[src/sv/glgcd_pkg.sv]
// Shared constants, types and CORDIC angle table for the grid locator distance block.
package glgcd_pkg;

    localparam int STEPS       = 30;   // CORDIC iterations, also root bits
    localparam int ANG_W       = 14;   // folded half angle, 1/96 degree, 0..8640
    localparam int Q_W         = 30;   // unsigned Q29 value, 0..2^30-1
    localparam int CW          = 34;   // CORDIC x/y carrier
    localparam int ZW          = 33;   // CORDIC angle carrier
    localparam int RAD_W       = 60;   // square root radicand
    localparam int CHARS_W     = 48;
    localparam int LEN_W       = 3;
    localparam int RADIUS_W    = 13;
    localparam int DIST_W      = 15;
    localparam int QUEUE_DEPTH = 4;

    localparam int SINCOS_LAT  = 3 + STEPS;
    localparam int COMBINE_LAT = 3;
    localparam int BACK_LAT    = SINCOS_LAT + COMBINE_LAT + 2 * STEPS;

    localparam logic [RADIUS_W-1:0] RADIUS_RESET = 13'd6367;
    localparam logic [Q_W-1:0]      ONE_Q29      = 30'd536870912;
    localparam logic [Q_W-1:0]      HALF_PI_Q29  = 30'd843314857;
    localparam logic signed [CW-1:0] GAIN_INV    = 34'sd326016437;

    // Classified locator pair: folded angles in 1/96 degree plus the validity flags
    typedef struct packed {
        logic [ANG_W-1:0] half_dlat;
        logic [ANG_W-1:0] half_dlon;
        logic [ANG_W-1:0] dbl_lat1;
        logic [ANG_W-1:0] dbl_lat2;
        logic             first_ok;
        logic             second_ok;
    } item_t;

    // atan(2^-i) in Q29, rounded
    function automatic logic [Q_W-1:0] atan_q29(input int unsigned i);
        logic [Q_W-1:0] r;
        case (i)
            0:       r = 30'd421657428;
            1:       r = 30'd248918915;
            2:       r = 30'd131521918;
            3:       r = 30'd66762579;
            4:       r = 30'd33510843;
            5:       r = 30'd16771758;
            6:       r = 30'd8387925;
            7:       r = 30'd4194219;
            8:       r = 30'd2097141;
            9:       r = 30'd1048575;
            default: r = (i <= 29) ? (30'd1 << (29 - i)) : 30'd0;
        endcase
        return r;
    endfunction

endpackage

[src/sv/glgcd_queue.sv]
// Short FIFO between the classifying front stage and the arithmetic back end.
module glgcd_queue #(
    parameter int DEPTH = glgcd_pkg::QUEUE_DEPTH
) (
    input  logic             aclk,
    input  logic             aresetn,
    input  logic             push,
    input  glgcd_pkg::item_t push_item,
    input  logic             pop,
    output glgcd_pkg::item_t head_item,
    output logic             empty,
    output logic             full
);

    localparam int AW = (DEPTH > 1) ? $clog2(DEPTH) : 1;
    localparam int NW = $clog2(DEPTH + 1);

    glgcd_pkg::item_t mem [DEPTH];
    logic [AW-1:0] wr_ptr_reg, wr_ptr_next, rd_ptr_reg, rd_ptr_next;
    logic [NW-1:0] count_reg, count_next;
    logic          do_push, do_pop;

    assign empty     = (count_reg == '0);
    assign full      = (count_reg == NW'(DEPTH));
    assign do_push   = push && !full;
    assign do_pop    = pop && !empty;
    assign head_item = mem[rd_ptr_reg];

    always_comb begin
        wr_ptr_next = wr_ptr_reg;
        rd_ptr_next = rd_ptr_reg;
        count_next  = count_reg;
        if (do_push) begin
            wr_ptr_next = (wr_ptr_reg == AW'(DEPTH - 1)) ? '0 : AW'(wr_ptr_reg + 1'b1);
        end
        if (do_pop) begin
            rd_ptr_next = (rd_ptr_reg == AW'(DEPTH - 1)) ? '0 : AW'(rd_ptr_reg + 1'b1);
        end
        if (do_push && !do_pop) begin
            count_next = NW'(count_reg + 1'b1);
        end else if (do_pop && !do_push) begin
            count_next = NW'(count_reg - 1'b1);
        end
    end

    always_ff @(posedge aclk) begin
        if (!aresetn) begin
            wr_ptr_reg <= '0;
            rd_ptr_reg <= '0;
            count_reg  <= '0;
        end else begin
            wr_ptr_reg <= wr_ptr_next;
            rd_ptr_reg <= rd_ptr_next;
            count_reg  <= count_next;
        end
    end

    always_ff @(posedge aclk) begin
        if (do_push) begin
            mem[wr_ptr_reg] <= push_item;
        end
    end

endmodule

[config.mk]
export PLATFORM = sky130hd
export DESIGN_NAME = glgcd_queue
export DESIGN_NICKNAME = d
export VERILOG_FILES = /design/src/sv/glgcd_pkg.sv /design/src/sv/glgcd_queue.sv
export SDC_FILE = /design/constraint.sdc
export NUM_CORES = 1
export LEC_CHECK = 0
export ABC_AREA = 1
export BUFFER_PORTS_ARGS = -buffer_cell sky130_fd_sc_hd__buf_2
export CAP_MARGIN = 10
export CORE_MARGIN = 8
export CORE_UTILIZATION = 50
export CTS_BUF_LIST = sky130_fd_sc_hd__clkbuf_4 sky130_fd_sc_hd__clkbuf_8
export CTS_CLUSTER_DIAMETER = 50
export CTS_CLUSTER_SIZE = 24
export DETAILED_ROUTE_END_ITERATION = 10
export PLACE_DENSITY = 0.82
export SLEW_MARGIN = 20
export SYNTH_ARGS = -nofsm -noshare
export SYNTH_HDL_FRONTEND = slang
export SYNTH_SLANG_ARGS = --single-unit
[constraint.sdc]
create_clock -name aclk -period 3.3 [get_ports aclk]
set_input_delay 0.495 -clock aclk [delete_from_list [all_inputs] [get_ports aclk]]
set_output_delay 0.495 -clock aclk [all_outputs]
set_load 0.02 [all_outputs]
==> results.md <==
* Post-synth top area share at 76.0%
* Layout Utilization at 58.3%
* Combinational power share at 29.9%
* Max reg flops at 232
* Worst reg2reg setup slack at 1.11 ns
* Crit path max fanout at 116
* First-pass GRT wire length at 28.7 mm
* Syn. warnings at 0
* CTS tree: done
* Number of flops mapped to enable cells by yosys at 232
* Resized cells post-CTS at 0
* Share of cells above drive strength 1 at 25.0%
* CTS Hold Bufs at 0
* Clock buffer depth at 3
* Area Overhead vs Synth at 14.1%
* Top post-synthesis cells by area: edfxtp_1, o21ai_0, nor2_1
* Drt initial violations at 369
* FILL cells at 1376
* Syn Inst Count at 633
* DR DRC count at 0
* Synth top cells by count: edfxtp_1, nor2_1, o21ai_0
* Die ar. at 22900 sq um
* Slew HR at 41.2%
* Synth async-reset ratio at 0%
* CTS sink count at 241
* Worst slew pin tran at 0.881 ns
* Reg power frac at 47.1%
* Starting Density at 51.0%
* P_int at 5.29 mW
* Post CTS Setup Buffer Count at 0
* Clk pin slew, worst setup/hold paths at 0.11 ns
* Setup Viol. Count Final at 0
* Worst skew pair latency at 0.52 ns
* CP Launch Type: flop
* Final clock skew at 0.0210 ns
* Die height at 151 microns
* CTS root buf: clkbuf_8
* Worst VDD drop at 0.554 mV
* R2R Path End: count_reg[1]$_SDFFE_PN0P_
* Nets@finish at 822
* DIE WIDTH at 151 microns
* RSZ-0062 raised after global routing: false
* Mean post-synth cell area at 14.5 sq um
* Initial antenna violation count at 3
* Cell row count at 49
* TritonCTS Buffers at 22
* Seq/Total Area, Yosys at 77.9%
* Total global routing track utilization at 15.9%
* Layout Cells excl Fill at 998
* Worst-path cell chain: inv_6 > o21ai_0 > o22ai_1 > buf_2
* Worst Path Required at 2.80 ns
* H-tree depth at 1
* Synth Flop Type: edfxtp_1
* CORE AREA at 18000 sq um
* Status: complete, no violations
* Post-detail-place hpwl at 10.8 mm
* Reg-to-Reg Start: count_reg[1]$_SDFFE_PN0P_
* Leakage power at 3.68 nW
* Slew Limit Fails at 0
* Worst setup endpoint: head_item[32]
* Most common cell in the netlist: edfxtp_1
* Fin crit share at 90.3%
* Clock share of power at 23.0%
* Diode count at 0
* Final Hold Vio Count at 0
* CP max stage delay at 0.73 ns
* Routed Antenna Nets at 0
* Switching pwr at 3.01 mW
* Vias in the first global route at 5570
* Hold crit path type: input port to flop
* Placed cells at 958
* Ports at 122
* Max-cap violations at 0
* GPL Wtd Cong at 0.748
* DRT Pass-1 Iters at 4
* Synth cell types at 27
* Vias at 5427
* Pwr/cell area at 793 nW/um^2
* Mapped Area at 9170 sq um
* Sw frac at 36.2%
* GRT overflow at 0
* Crit-path slowest cell: dfxtp_4
* R2R cell count at 9
* Critical path capture point type: primary output
* Flops & latches, synth at 241
* Final min period at 2.98 ns
* FMAX at 336 MHz
* Crit Path Class: flop to primary output
* Final wirelength at 18.4 mm
* CP arrival at 2.48 ns
* Via-to-Cell Ratio at 5.44
* Syn_nets at 702
* Cell taking the most area after synthesis: edfxtp_1
* Post-detailed-route wirelength per cell at 18.4 microns
* Largest net degree at the start of global routing at 117
* Buffers on Ports at 121
-- metrics by stage --
step | setup slack [ns] | power, mW | hold slack [ns] | setup TNS, ns | cell area (sq um)
after floorplan | -0.279 | 5.70 | 0.480 | -64.84 | 9170
after global placement | 1.00 | 6.43 | 0.496 | 0 | 9950
after detailed placement | 0.934 | 6.49 | 0.504 | 0 | 9950
after CTS | 0.337 | 8.40 | 0.136 | 0 | 10500
after global routing | 0.198 | 8.74 | 0.133 | 0 | 10500
final | 0.321 | 8.30 | 0.172 | 0 | 10500
-- critical path: cells and delay by family, from the launching register on --
kind,cells,cell delay [ns]
DFF,1,0.73
AOI/OAI and AO/OA,2,0.46
buffers and inverters,2,0.59
-- layout make-up --
type / count / area, sq um / share of cell area, %
Clock buffer: 23 / 317 / 3.02
Clock inverter: 17 / 200 / 1.91
Inverter: 19 / 76.3 / 0.729
Multi-Input combinational cell: 336 / 1700 / 16.2
Sequential cell: 241 / 7150 / 68.3
Tap cell: 229 / 287 / 2.74
Timing Repair Buffer: 133 / 733 / 7.01
-- metal layers --
metal | part of all wire [%] | vias up | track usage [%]
met5 | 0.19 | - | 0
met4 | 1.4 | 6 | 4.26
met3 | 7.0 | 32 | 4.24
met2 | 49 | 161 | 27.4
met1 | 42 | 2643 | 19.6
li1 | - | 2585 | -
-- kinds of logic after synthesis --
| group | after synthesis | share of synthesized area (%) |
|---|---|---|
| flip-flops | 241 | 77.9 |
| AO/OA/AOI/OAI | 178 | 10.6 |
| buffers and inverters | 56 | 3.83 |
| AND/OR/NAND/NOR | 151 | 6.54 |
| adder cells (fa/ha/maj) | 7 | 1.04 |
-- layout by cell type, fill, tap and decap left out --
cell,Yosys,routed
a21oi_1,2,2
buf_12,1,3
buf_2,8,121
buf_4,1,9
bufinv_16,0,1
clkbuf_8,1,23
clkinv_1,0,1
clkinv_2,0,2
clkinv_4,0,1
clkinv_8,0,5
clkinvlp_4,0,2
dfxtp_1,9,7
dfxtp_2,0,1
dfxtp_4,0,1
edfxtp_1,232,232
fa_1,1,1
ha_1,6,6
inv_1,17,17
inv_12,0,1
inv_2,1,1
inv_6,1,5
nand2_1,15,15
nand3_1,1,1
nand3b_1,1,1
nand4_1,1,1
nor2_1,123,119
nor2_2,10,10
nor2_4,0,4
o21ai_0,112,112
o21ai_1,6,6
o22ai_1,56,56
o22ai_2,2,2
-- power groups by stage --
stage / clock network [mW] / registers (mW) / logic [mW]
floorplan: 0 / 3.89 / 1.81
global placement: 0 / 3.97 / 2.45
detailed placement: 0 / 3.99 / 2.50
CTS: 1.96 / 3.92 / 2.52
global route: 2.07 / 3.95 / 2.72
finish: 1.91 / 3.91 / 2.48
-- how the worst min path moves through the flow --
stage | start | slack, ns | endpoint | depth (start not counted)
global placement | count_reg[0]$_SDFFE_PN0P_ | 0.50 | count_reg[0]$_SDFFE_PN0P_ | 2
detailed placement | count_reg[0]$_SDFFE_PN0P_ | 0.50 | count_reg[0]$_SDFFE_PN0P_ | 2
floorplan | count_reg[0]$_SDFFE_PN0P_ | 0.48 | count_reg[0]$_SDFFE_PN0P_ | 2
CTS | push_item[45] | 0.14 | mem[3][45]$_DFFE_PP_ | 1
global route | push_item[45] | 0.13 | mem[0][45]$_DFFE_PP_ | 1
finish | push_item[45] | 0.17 | mem[2][45]$_DFFE_PP_ | 1
No activity file was read; power rests on OpenSTA's default activity.
