### config.mk
export PLATFORM = sky130hd
export DESIGN_NAME = glgcd_front
export DESIGN_NICKNAME = d
export VERILOG_FILES = /design/src/sv/glgcd_pkg.sv /design/src/sv/glgcd_front.sv
export SDC_FILE = /design/constraint.sdc
export NUM_CORES = 1
export LEC_CHECK = 0
export ABC_AREA = 1
export BUFFER_PORTS_ARGS = -buffer_cell sky130_fd_sc_hd__clkbuf_2
export CAP_MARGIN = 0
export CORE_MARGIN = 8
export CORE_UTILIZATION = 63
export CTS_BUF_LIST = sky130_fd_sc_hd__clkbuf_4 sky130_fd_sc_hd__clkbuf_8
export DETAILED_ROUTE_END_ITERATION = 6
export GPL_ROUTABILITY_DRIVEN = 0
export PLACE_DENSITY = 0.87
export SETUP_SLACK_MARGIN = 0.5
export SLEW_MARGIN = 0
export SYNTH_ARGS = -nofsm -noshare
export SYNTH_HDL_FRONTEND = slang
export SYNTH_SLANG_ARGS = --single-unit
### constraint.sdc
create_clock -name aclk -period 20.7 [get_ports aclk]
set_input_delay 3.105 -clock aclk [delete_from_list [all_inputs] [get_ports aclk]]
set_output_delay 3.105 -clock aclk [all_outputs]
set_load 0.01 [all_outputs]
### src/sv/glgcd_pkg.sv
// Shared constants, types and CORDIC angle table for the grid locator distance block.
package glgcd_pkg;

    localparam int STEPS       = 30;   // CORDIC iterations, also root bits
    localparam int ANG_W       = 14;   // folded half angle, 1/96 degree, 0..8640
    localparam int Q_W         = 30;   // unsigned Q29 value, 0..2^30-1
    localparam int CW          = 34;   // CORDIC x/y carrier
    localparam int ZW          = 33;   // CORDIC angle carrier
    localparam int RAD_W       = 60;   // square root radicand
    localparam int CHARS_W     = 48;
    localparam int LEN_W       = 3;
    localparam int RADIUS_W    = 13;
    localparam int DIST_W      = 15;
    localparam int QUEUE_DEPTH = 4;

    localparam int SINCOS_LAT  = 3 + STEPS;
    localparam int COMBINE_LAT = 3;
    localparam int BACK_LAT    = SINCOS_LAT + COMBINE_LAT + 2 * STEPS;

    localparam logic [RADIUS_W-1:0] RADIUS_RESET = 13'd6367;
    localparam logic [Q_W-1:0]      ONE_Q29      = 30'd536870912;
    localparam logic [Q_W-1:0]      HALF_PI_Q29  = 30'd843314857;
    localparam logic signed [CW-1:0] GAIN_INV    = 34'sd326016437;

    // Classified locator pair: folded angles in 1/96 degree plus the validity flags
    typedef struct packed {
        logic [ANG_W-1:0] half_dlat;
        logic [ANG_W-1:0] half_dlon;
        logic [ANG_W-1:0] dbl_lat1;
        logic [ANG_W-1:0] dbl_lat2;
        logic             first_ok;
        logic             second_ok;
    } item_t;

    // atan(2^-i) in Q29, rounded
    function automatic logic [Q_W-1:0] atan_q29(input int unsigned i);
        logic [Q_W-1:0] r;
        case (i)
            0:       r = 30'd421657428;
            1:       r = 30'd248918915;
            2:       r = 30'd131521918;
            3:       r = 30'd66762579;
            4:       r = 30'd33510843;
            5:       r = 30'd16771758;
            6:       r = 30'd8387925;
            7:       r = 30'd4194219;
            8:       r = 30'd2097141;
            9:       r = 30'd1048575;
            default: r = (i <= 29) ? (30'd1 << (29 - i)) : 30'd0;
        endcase
        return r;
    endfunction

endpackage

### src/sv/glgcd_front.sv
// Input stage: takes a locator pair, checks both locators and folds the four angles.
module glgcd_front (
    input  logic                            aclk,
    input  logic                            aresetn,
    input  logic                            s_valid,
    output logic                            s_ready,
    input  logic [glgcd_pkg::CHARS_W-1:0]   s_first_square_chars,
    input  logic [glgcd_pkg::LEN_W-1:0]     s_first_square_length,
    input  logic [glgcd_pkg::CHARS_W-1:0]   s_second_square_chars,
    input  logic [glgcd_pkg::LEN_W-1:0]     s_second_square_length,
    input  logic                            q_full,
    output logic                            q_push,
    output glgcd_pkg::item_t                q_item
);

    localparam logic [7:0] CH_A     = 8'h41;
    localparam logic [7:0] CH_R     = 8'h52;
    localparam logic [7:0] CH_X     = 8'h58;
    localparam logic [7:0] CH_0     = 8'h30;
    localparam logic [7:0] CH_9     = 8'h39;
    localparam logic [7:0] CH_LOW_A = 8'h61;
    localparam logic [7:0] CH_LOW_Z = 8'h7A;

    typedef struct packed {
        logic               ok;
        logic signed [15:0] lat;   // 1/48 degree
        logic signed [15:0] lon;
    } loc_t;

    function automatic logic [7:0] to_upper(input logic [7:0] c);
        logic [7:0] r;
        r = (c >= CH_LOW_A && c <= CH_LOW_Z) ? 8'(c - 8'd32) : c;
        return r;
    endfunction

    function automatic loc_t parse_loc(input logic [47:0] ch, input logic [2:0] len);
        logic [7:0]  b0, b1, b2, b3, b4, b5;
        logic        six;
        logic [15:0] f0, f1, d2, d3, s4, s5, off_lon, off_lat;
        loc_t        r;
        b0  = to_upper(ch[47:40]);
        b1  = to_upper(ch[39:32]);
        b2  = ch[31:24];
        b3  = ch[23:16];
        b4  = to_upper(ch[15:8]);
        b5  = to_upper(ch[7:0]);
        six = (len == 3'd6);
        r.ok = (len == 3'd4 || six)
            && b0 >= CH_A && b0 <= CH_R && b1 >= CH_A && b1 <= CH_R
            && b2 >= CH_0 && b2 <= CH_9 && b3 >= CH_0 && b3 <= CH_9
            && (!six || (b4 >= CH_A && b4 <= CH_X && b5 >= CH_A && b5 <= CH_X));
        f0 = {8'd0, 8'(b0 - CH_A)};
        f1 = {8'd0, 8'(b1 - CH_A)};
        d2 = {8'd0, 8'(b2 - CH_0)};
        d3 = {8'd0, 8'(b3 - CH_0)};
        s4 = {8'd0, 8'(b4 - CH_A)};
        s5 = {8'd0, 8'(b5 - CH_A)};
        off_lon = six ? 16'(s4 * 16'd4 + 16'd2) : 16'd48;
        off_lat = six ? 16'(s5 * 16'd2 + 16'd1) : 16'd24;
        // wraps in 16 bits, so the unsigned sum is the two's complement coordinate
        r.lon = $signed(16'(f0 * 16'd960 + d2 * 16'd96 + off_lon - 16'd8640));
        r.lat = $signed(16'(f1 * 16'd480 + d3 * 16'd48 + off_lat - 16'd4320));
        return r;
    endfunction

    // |v|, reflected about 90 degrees
    function automatic logic [glgcd_pkg::ANG_W-1:0] fold(input logic signed [15:0] v);
        logic [15:0] a;
        a = v[15] ? 16'(-v) : 16'(v);
        if (a > 16'd8640) begin
            a = 16'(16'd17280 - a);
        end
        return glgcd_pkg::ANG_W'(a);
    endfunction

    logic             vld_reg, vld_next;
    glgcd_pkg::item_t item_reg, item_next;
    loc_t             loc1, loc2;
    logic             take;

    assign s_ready = !vld_reg || !q_full;
    assign take    = s_valid && s_ready;
    assign q_push  = vld_reg && !q_full;
    assign q_item  = item_reg;

    always_comb begin
        loc1 = parse_loc(s_first_square_chars, s_first_square_length);
        loc2 = parse_loc(s_second_square_chars, s_second_square_length);
        item_next.half_dlat = fold(16'(loc2.lat - loc1.lat));
        item_next.half_dlon = fold(16'(loc2.lon - loc1.lon));
        item_next.dbl_lat1  = fold(16'(loc1.lat <<< 1));
        item_next.dbl_lat2  = fold(16'(loc2.lat <<< 1));
        item_next.first_ok  = loc1.ok;
        item_next.second_ok = loc2.ok;
    end

    always_comb begin
        vld_next = vld_reg;
        if (take) begin
            vld_next = 1'b1;
        end else if (q_push) begin
            vld_next = 1'b0;
        end
    end

    always_ff @(posedge aclk) begin
        if (!aresetn) begin
            vld_reg <= 1'b0;
        end else begin
            vld_reg <= vld_next;
        end
    end

    always_ff @(posedge aclk) begin
        if (take) begin
            item_reg <= item_next;
        end
    end

endmodule

==> metrics.md, run 1 <==
| Metric | Value |
|---|---|
| Chip height | `173 um` |
| First drt pass iteration count | `6` |
| Min Tclk post-route | `11.61 ns` |
| Post-route antenna net violation count | `0` |
| Area grow syn2layout | `7.60%` |
| Detailed-route DRC error count | `0` |
| Crit path launch type | `primary input` |
| Leading cell types in the layout, fill and taps excluded | `nand2_1, inv_1, ha_1` |
| Post_cts resized | `0` |
| Total routed wirelength | `40.2 mm` |
| Core Region | `0.0243 sq mm` |
| Top cell by count, worst path | `nand2_1` |
| RSZ-0062 raised after global routing | `false` |
| Gr usage total | `26.1%` |
| Vias per cell | `5.43` |
| Post-synth EDFFs | `54` |
| Async S/R FF share, synth | `0%` |
| Hold/Removal Path Class | `register to register` |
| Dpl hpwl | `35.1 mm` |
| Avg WL per Cell | `14.6 um` |
| FP Rows | `57` |
| Total via count in the routed design | `15000` |
| #FFs+latches synth | `55` |
| Critical Path Max Stage Delay | `0.74 ns` |
| Synth Area per Inst | `6.84 sq um` |
| Cts hold-fix bufs | `0` |
| Leading cell type in the layout, fill and taps excluded | `nand2_1` |
| Setup WS post-layout | `9.09 ns` |
| Max Clk Rate | `0.0861 GHz` |
| Crit path required time | `20.79 ns` |
| Layout filler cell count | `2078` |
| Number of buffers created by CTS | `5` |
| Total gr overflow | `0` |
| Top Ports | `166` |
| Final setup vio count | `0` |
| Max_cap viols | `0` |
| Die ar. | `0.0301 sq mm` |
| Dpl cells | `2752` |
| Largest net degree at the start of global routing | `55` |
| Worst-path maximum fanout | `15` |
| Maximum clock path buffer count | `2` |
| Vias in the first global route | `14800` |
| Fin crit share | `56.1%` |
| Postcts setup bufs | `0` |
| H-tree Lvls | `2` |
| Clock sinks | `55` |
| Max-slew violation count | `0` |
| Max-slew headroom | `39.5%` |
| Skew-Pair Late Insertion Delay | `0.32 ns` |
| Synth cell types | `56` |
| Slew @ Worst Pin | `0.907 ns` |
| Netlist Area Pre-Place | `0.0156 sq mm` |
| Port Buffers | `162` |
| Initial Util | `64.2%` |
| Final Hold Vio Count | `0` |
| Die W | `173 um` |
| Crit Path Class | `primary input to register` |
| Skew final | `0.0165 ns` |
| Post-DP Area | `0.0167 sq mm` |
| WP data arrival | `11.70 ns` |
| First-pass GRT wire length | `67.0 mm` |
| Largest register FFs | `54` |
| Ys flop type | `edfxtp_1` |
| Nets | `2868` |
| CP max stage cell | `xor2_2` |
| CTS tree | `yes` |
| Register area share after synthesis | `10.5%` |
| Status | `finished clean` |
| Root Buffer | `clkbuf_8` |
| Initial drt markers | `1184` |
| Final Instance Area | `0.0168 sq mm` |
| Layout cells sized above 1 | `10.8%` |
| Mapped Cells | `2284` |
| Initial antenna violation count | `4` |
| Post-Layout Cell Count | `2760` |
| Syn. warnings | `0` |
| Clock-pin slew on the worst setup and hold paths | `0.11 ns` |
| CP Capture Type | `register` |
| Pre-CTS setup slack | `8.83 ns` |
| TNS Setup | `0 ns` |
[cells in the mapped netlist, types with 3 or more instances]
| library cell | instances | area share [%] |
|---|---|---|
| o2111ai_1 | 3 | 0.17 |
| nand4_1 | 23 | 0.92 |
| o21ai_1 | 5 | 0.16 |
| o21ai_0 | 67 | 2.1 |
| nor4_1 | 4 | 0.16 |
| nand2_2 | 28 | 1.1 |
| buf_6 | 7 | 0.50 |
| nand3_2 | 14 | 0.90 |
| nor2_2 | 11 | 0.44 |
| buf_4 | 8 | 0.38 |
| xnor2_1 | 73 | 4.1 |
| nand3b_1 | 6 | 0.29 |
| clkbuf_1 | 3 | 0.072 |
| o21bai_1 | 10 | 0.48 |
| xor2_1 | 103 | 5.8 |
| inv_2 | 10 | 0.24 |
| or2_2 | 9 | 0.36 |
| ha_1 | 239 | 19 |
| nor3_2 | 4 | 0.26 |
| a31oi_1 | 5 | 0.20 |
| nor2_4 | 4 | 0.29 |
| a21oi_2 | 3 | 0.17 |
| o21ai_2 | 3 | 0.17 |
| nand3_1 | 192 | 6.2 |
| edfxtp_1 | 54 | 10 |
| a21oi_1 | 91 | 2.9 |
| nor3_1 | 35 | 1.1 |
| inv_1 | 461 | 11 |
| fa_1 | 88 | 11 |
| nor2_1 | 145 | 3.5 |
| o211ai_1 | 4 | 0.19 |
| nand2_1 | 534 | 13 |
| a21o_1 | 7 | 0.34 |
[cells by family (layout without fill, tap and decap cells)]
kind of cell	Yosys count	after routing	synth area share, %
buffers and inverters	493	642	12.4
other	1	4	0.0240
and+or+nand+nor	1018	1018	28.9
xor gates and xnor gates	178	178	10.1
adders and majority gates	327	327	30.4
DFF	55	55	10.5
AOI/OAI and AO/OA	212	212	7.68
[worst max-delay path, delay by kind of cell]
| kind | cells | cell delay (ns) |
|---|---|---|
| compound gates | 3 | 0.55 |
| xor+xnor | 3 | 1.35 |
| fa+ha+maj | 9 | 3.24 |
| buf+inv | 9 | 0.80 |
| simple gates | 21 | 2.61 |
[stage by stage]
stage                     utilization (%)  hold WS [ns]
after floorplan                         -         0.546
after global placement               68.7         0.523
after detailed placement             68.7         0.585
after CTS                            69.1         0.602
after global routing                 69.1         0.638
final                                69.1         0.582
[final cells by class]
type / count / area (sq um) / area share [%]
clock buffer: 5 / 68.8 / 0.409
timing repair buffer: 163 / 818 / 4.87
tap: 324 / 405 / 2.41
multi-input combinational: 1738 / 12100 / 71.8
antenna: 1 / 2.50 / 0.0149
inverter: 472 / 1770 / 10.5
clock inverter: 2 / 37.5 / 0.223
sequential: 55 / 1640 / 9.77
[final timing paths]
| check | startpoint | end | slack (ns) | depth (start not counted) |
|---|---|---|---|---|
| worst max-delay path | s_first_square_chars[32] | q_item[46] | 9.09 | 45 |
| worst min-delay path | vld_reg | vld_reg | 0.58 | 2 |
| worst max register to register | vld_reg | q_item[10] | 19.21 | 2 |
| worst min register to register | vld_reg | vld_reg | 0.58 | 2 |
[per-layer routing]
| metal | wire (um) | vias to the layer above | share of wire, % | track usage, % |
|---|---|---|---|---|
| met5 | 49 | - | 0.12 | 0 |
| li1 | - | 7489 | - | - |
| met2 | 18600 | 546 | 46 | 45.3 |
| met1 | 17000 | 6842 | 42 | 31.9 |
| met4 | 1750 | 8 | 4.3 | 11.1 |
| met3 | 2830 | 99 | 7.0 | 3.79 |
Power of run 1 is left out: the tool's default activity adds up to more than one toggle a clock period on the data nets, which glitch-free logic cannot reach.
==> run 2: changes to the inputs <==
- ABC_AREA: 1 -> 0
- clock period: 20.7 -> 11 ns (I/O delays scaled with it)
==> run 2 against run 1 <==
Compared with the run above: hold slack got worse by 0.042 ns; via count decreased by 12%; wire length decreased by 7.3%; critical endpoint is now q_item[34]; largest cell class unchanged; worst setup slack got worse by 8.2 ns; cell area decreased by 3.5%.
==> metrics.md, run 2 <==
| Metric | Value |
|---|---|
| Skew-Pair Late Insertion Delay | `0.32 ns` |
| Cell with the most instances after synthesis | `inv_1` |
| Gr usage total | `25.1%` |
| Skew final | `0.00403 ns` |
| First drt pass iteration count | `6` |
| Crit Path Class | `primary input to register` |
| Post-route antenna net violation count | `0` |
| Die W | `169 um` |
| Hold/Removal Path Class | `register to register` |
| WL met3 | `2.11 mm` |
| WP data arrival | `10.15 ns` |
| Clock sinks | `55` |
| Ys flop type | `edfxtp_1` |
| Top Ports | `166` |
| Final setup vio count | `0` |
| Number of buffers created by CTS | `5` |
| H-tree Lvls | `2` |
| Pre-CTS setup slack | `-0.162 ns` |
| Leading cell type in the layout, fill and taps excluded | `inv_1` |
| Async S/R FF share, synth | `0%` |
| Nets | `2394` |
| Vias in the first global route | `12900` |
| CP max stage cell | `xnor3_4` |
| Largest register FFs | `54` |
| Fin crit share | `91.8%` |
| Layout filler cell count | `1884` |
| Chip height | `169 um` |
| Avg WL per Cell | `16.3 um` |
| Final Hold Vio Count | `0` |
| #FFs+latches synth | `55` |
| Met2 wire len | `17.7 mm` |
| Max-slew headroom | `45.8%` |
| Top cell type's share of synthesized area | `20.2%` |
| Finished Core Util | `69.7%` |
| M1 WL | `16.1 mm` |
| Synth Area per Inst | `8.25 sq um` |
| FP Rows | `56` |
| Largest net degree at the start of global routing | `55` |
| Vias per cell | `5.77` |
| Maximum clock path buffer count | `2` |
| Hold slack final | `0.540 ns` |
| Detailed-route DRC error count | `0` |
| Status | `finished clean` |
| Area grow syn2layout | `9.38%` |
| Post-synth EDFFs | `54` |
| Max_cap viols | `0` |
| Die ar. | `0.0287 sq mm` |
| Min Tclk post-route | `10.09 ns` |
| Initial Util | `63.8%` |
| Initial antenna violation count | `5` |
| RSZ-0062 raised after global routing | `false` |
| Register area share after synthesis | `11.1%` |
| Clock-pin slew on the worst setup and hold paths | `0.10 ns` |
| First-pass GRT wire length | `60.0 mm` |
| Crit path launch type | `primary input` |
| Synth area leaders | `ha_1, fa_1, edfxtp_1, xnor2_1, inv_1` |
| Total routed wirelength | `37.3 mm` |
| Setup WS post-layout | `0.906 ns` |
| Mapped Cells | `1797` |
| Port Buffers | `162` |
| CTS tree | `yes` |
| Netlist Area Pre-Place | `0.0148 sq mm` |
| List of most frequent post-synthesis cells | `inv_1, ha_1, xnor2_1` |
| CP Capture Type | `register` |
| Syn. warnings | `0` |
| Cts hold-fix bufs | `0` |
| Worst-path maximum fanout | `23` |
| Initial drt markers | `905` |
| Max Clk Rate | `0.0991 GHz` |
| Total gr overflow | `0` |
| Slew @ Worst Pin | `0.807 ns` |
| Dpl hpwl | `31.8 mm` |
| Core Region | `0.0233 sq mm` |
| Critical Path Max Stage Delay | `0.61 ns` |
| Synth cell types | `102` |
| Total via count in the routed design | `13200` |
| Crit path required time | `11.06 ns` |
| Max-slew violation count | `0` |
| Leading cell types in the layout, fill and taps excluded | `inv_1, ha_1, clkbuf_2` |
| Root Buffer | `clkbuf_8` |
| Yosys top cell by area | `ha_1` |
| Layout cells sized above 1 | `12.5%` |
| Top Metal Used | `met5` |
[run 2: worst max-delay path, delay by kind of cell]
family	cells	cell delay [ns]
buffers and inverters	5	0.56
XOR/XNOR	4	1.18
adder cells (fa/ha/maj)	8	3.34
AND/OR/NAND/NOR	3	0.65
multiplexers	1	0.30
AO/OA/AOI/OAI	11	2.44
[run 2: final cells by class]
cell class / count / area [sq um] / area share, %
well taps: 319 / 399 / 2.46
clock inverters: 3 / 46.3 / 0.285
inverters: 286 / 1070 / 6.62
clock buffers: 5 / 68.8 / 0.424
flip-flops and latches: 55 / 1640 / 10.1
diodes: 4 / 10.0 / 0.0617
repair buffers: 172 / 886 / 5.46
multi-input cells: 1441 / 12100 / 74.6
[run 2: kinds of logic (layout without fill, tap and decap cells)]
family          after synthesis  after routing  share of synthesized area, %
fa+ha+maj                   327            327                          32.0
mux                          13             13                         0.903
other cells                   1              7                        0.0253
compound gates              390            390                          18.2
buf+inv                     304            466                          8.01
simple gates                498            498                          16.7
flops                        55             55                          11.1
xor+xnor                    209            210                          13.0
[run 2: worst paths after layout]
path                            startpoint  slack, ns  cells after the start          to
setup / recovery  s_first_square_chars[40]       0.91                     32  q_item[34]
hold / removal                     vld_reg       0.54                      2     vld_reg
setup reg to reg                   vld_reg       9.53                      3  q_item[26]
hold reg to reg                    vld_reg       0.54                      2     vld_reg
[run 2: per-layer routing]
layer	GRT usage, %	vias to the layer above
li1	-	6475
met1	32.0	6174
met2	43.0	458
met3	2.07	86
met4	10.7	2
met5	0	-
[run 2: what timing repair did]
action	in CTS	in global routing
setup buffers	0	3
gates cloned	0	1
setup endpoints to repair	11	24
resized for setup	2	14
pin swaps	1	3
[run 2: metrics by stage]
| stage | setup TNS [ns] | std cells | area (sq um) |
|---|---|---|---|
| after CTS | 0 | 2277 | 16100 |
| after detailed placement | -0.417 | 2269 | 16000 |
| after global placement | 0 | 2269 | 16000 |
| final | 0 | 2285 | 16200 |
| after global routing | 0 | 2285 | 16200 |
| after floorplan | 0 | 1799 | 14800 |
Power of run 2 is left out for the same reason.
==> run 3: changes to the inputs <==
- RECOVER_POWER: not set -> 50
==> run 3 against run 2 <==
Compared with the run above: the run now ends with max-capacitance violations, max-slew violations left; non-clock buffer count unchanged; hold slack about the same; global-route usage unchanged; count of clock-buffer cells in the layout stayed put; critical path type unchanged.
==> metrics.md, run 3 (synthesis results as in run 2) <==
| Metric | Value |
|---|---|
| CP max stage cell | `xnor3_4` |
| Initial Util | `63.8%` |
| Crit Path Class | `primary input to register` |
| Final Instance Area | `0.0161 sq mm` |
| Setup WS post-layout | `0.919 ns` |
| Failing checks | `max-capacitance violations, max-slew violations` |
| Total routed wirelength | `37.3 mm` |
| TNS Setup | `0 ns` |
| Min Tclk post-route | `10.08 ns` |
| Die W | `169 um` |
| Area grow syn2layout | `8.86%` |
| Dpl hpwl | `31.8 mm` |
| H-tree Lvls | `2` |
| Max-slew violation count | `55` |
| Post-DP Area | `0.0160 sq mm` |
| First-pass GRT wire length | `60.0 mm` |
| Maximum clock path buffer count | `2` |
| Avg WL per Cell | `16.3 um` |
| Core Region | `0.0233 sq mm` |
| GR met3 Demand/Resource | `2.07%` |
| Cts hold-fix bufs | `0` |
| Slew @ Worst Pin | `2.92 ns` |
| FP Rows | `56` |
| Total via count in the routed design | `13200` |
| Finished Core Util | `69.4%` |
| Worst-path maximum fanout | `23` |
| Initial drt markers | `846` |
| Clock sinks | `55` |
| Met1 GRT Util | `32.0%` |
| Final Hold Vio Count | `0` |
| Post-route antenna net violation count | `0` |
| Crit path required time | `11.06 ns` |
| Skew-Pair Late Insertion Delay | `0.32 ns` |
| Pre-CTS setup slack | `-0.162 ns` |
| Largest net degree at the start of global routing | `55` |
| Gr usage total | `25.1%` |
| Fin crit share | `91.6%` |
| Vias per cell | `5.78` |
| Initial antenna violation count | `5` |
| Die ar. | `0.0287 sq mm` |
| GRT busiest layer | `met2` |
| Leading cell types in the layout, fill and taps excluded | `inv_1, ha_1, xnor2_1` |
| Final setup vio count | `0` |
| Max_cap viols | `1` |
| Top Ports | `166` |
| Nets | `2394` |
| Crit path buffers/inverters | `5` |
| Port Buffers | `162` |
| First drt pass iteration count | `6` |
| WP data arrival | `10.14 ns` |
| Total gr overflow | `0` |
| Skew final | `0.00347 ns` |
| Crit-path leading delay family | `adder cells` |
| Max Clk Rate | `0.0992 GHz` |
| Layout cells sized above 1 | `9.53%` |
| CP Capture Type | `register` |
| Critical Path Max Stage Delay | `0.60 ns` |
| Number of buffers created by CTS | `5` |
| Vias in the first global route | `12900` |
| Max-slew headroom | `-94.6%` |
| Leading cell type in the layout, fill and taps excluded | `inv_1` |
| RSZ-0062 raised after global routing | `false` |
| CTS tree | `yes` |
| Hold/Removal Path Class | `register to register` |
| GRT met2 Usage | `43.0%` |
| Clock-pin slew on the worst setup and hold paths | `0.10 ns` |
| Chip height | `169 um` |
| Status | `complete, but fails checks` |
| Largest register FFs | `54` |
| Root Buffer | `clkbuf_8` |
| Detailed-route DRC error count | `0` |
| Crit path launch type | `primary input` |
==> run 3: cell count changes in the layout (fill, tap and decap cells not counted) <==
cell | before | now
clkbuf_1 | 0 | 58
clkbuf_2 | 162 | 106
buf_4 | 10 | 8
==> run 3: path summary, 6_finish.rpt <==
path                            start          to  slack (ns)  cells past startpoint
max          s_first_square_chars[40]  q_item[34]        0.92                     32
min                           vld_reg     vld_reg        0.54                      2
max reg2reg                   vld_reg  q_item[25]        7.94                      3
min reg2reg                   vld_reg     vld_reg        0.54                      2
==> run 3: routing by layer <==
layer / routed length, um / vias up / share of wire (%)
met2: 17800 / 466 / 48
li1: - / 6469 / -
met1: 16100 / 6188 / 43
met3: 2110 / 80 / 5.7
met4: 1330 / 2 / 3.6
met5: 13 / - / 0.035
==> run 3: area by class of cell <==
type                            instances  area, sq um
Clock buffer                            5         68.8
Sequential cell                        55         1640
Multi-Input combinational cell       1441        12100
Antenna cell                            4         10.0
Timing Repair Buffer                  172          808
Inverter                              286         1070
Tap cell                              319          399
Clock inverter                          3         46.3
Fill cell                            1915         7120
==> run 3: metrics by stage <==
step	hold slack, ns	instances
finish	0.540	2285
global route	0.570	2285
CTS	0.548	2277
detailed placement	0.529	2269
global placement	0.511	2269
floorplan	0.487	1799
==> run 3: timing repair <==
item	4_1_cts	5_1_grt
buffers inserted	0	3
pin swaps	1	3
endpoints found under the setup margin	11	24
gates resized for setup	2	14
hold endpoints to repair	0	0
cloned	0	1
==> run 3: tightest hold or removal path, delay by kind of cell (launching register included) <==
kind               cells  cell delay (ns)
AOI/OAI and AO/OA      1             0.12
and+or+nand+nor        1             0.05
DFF                    1             0.33
Power of run 3 is left out for the same reason.
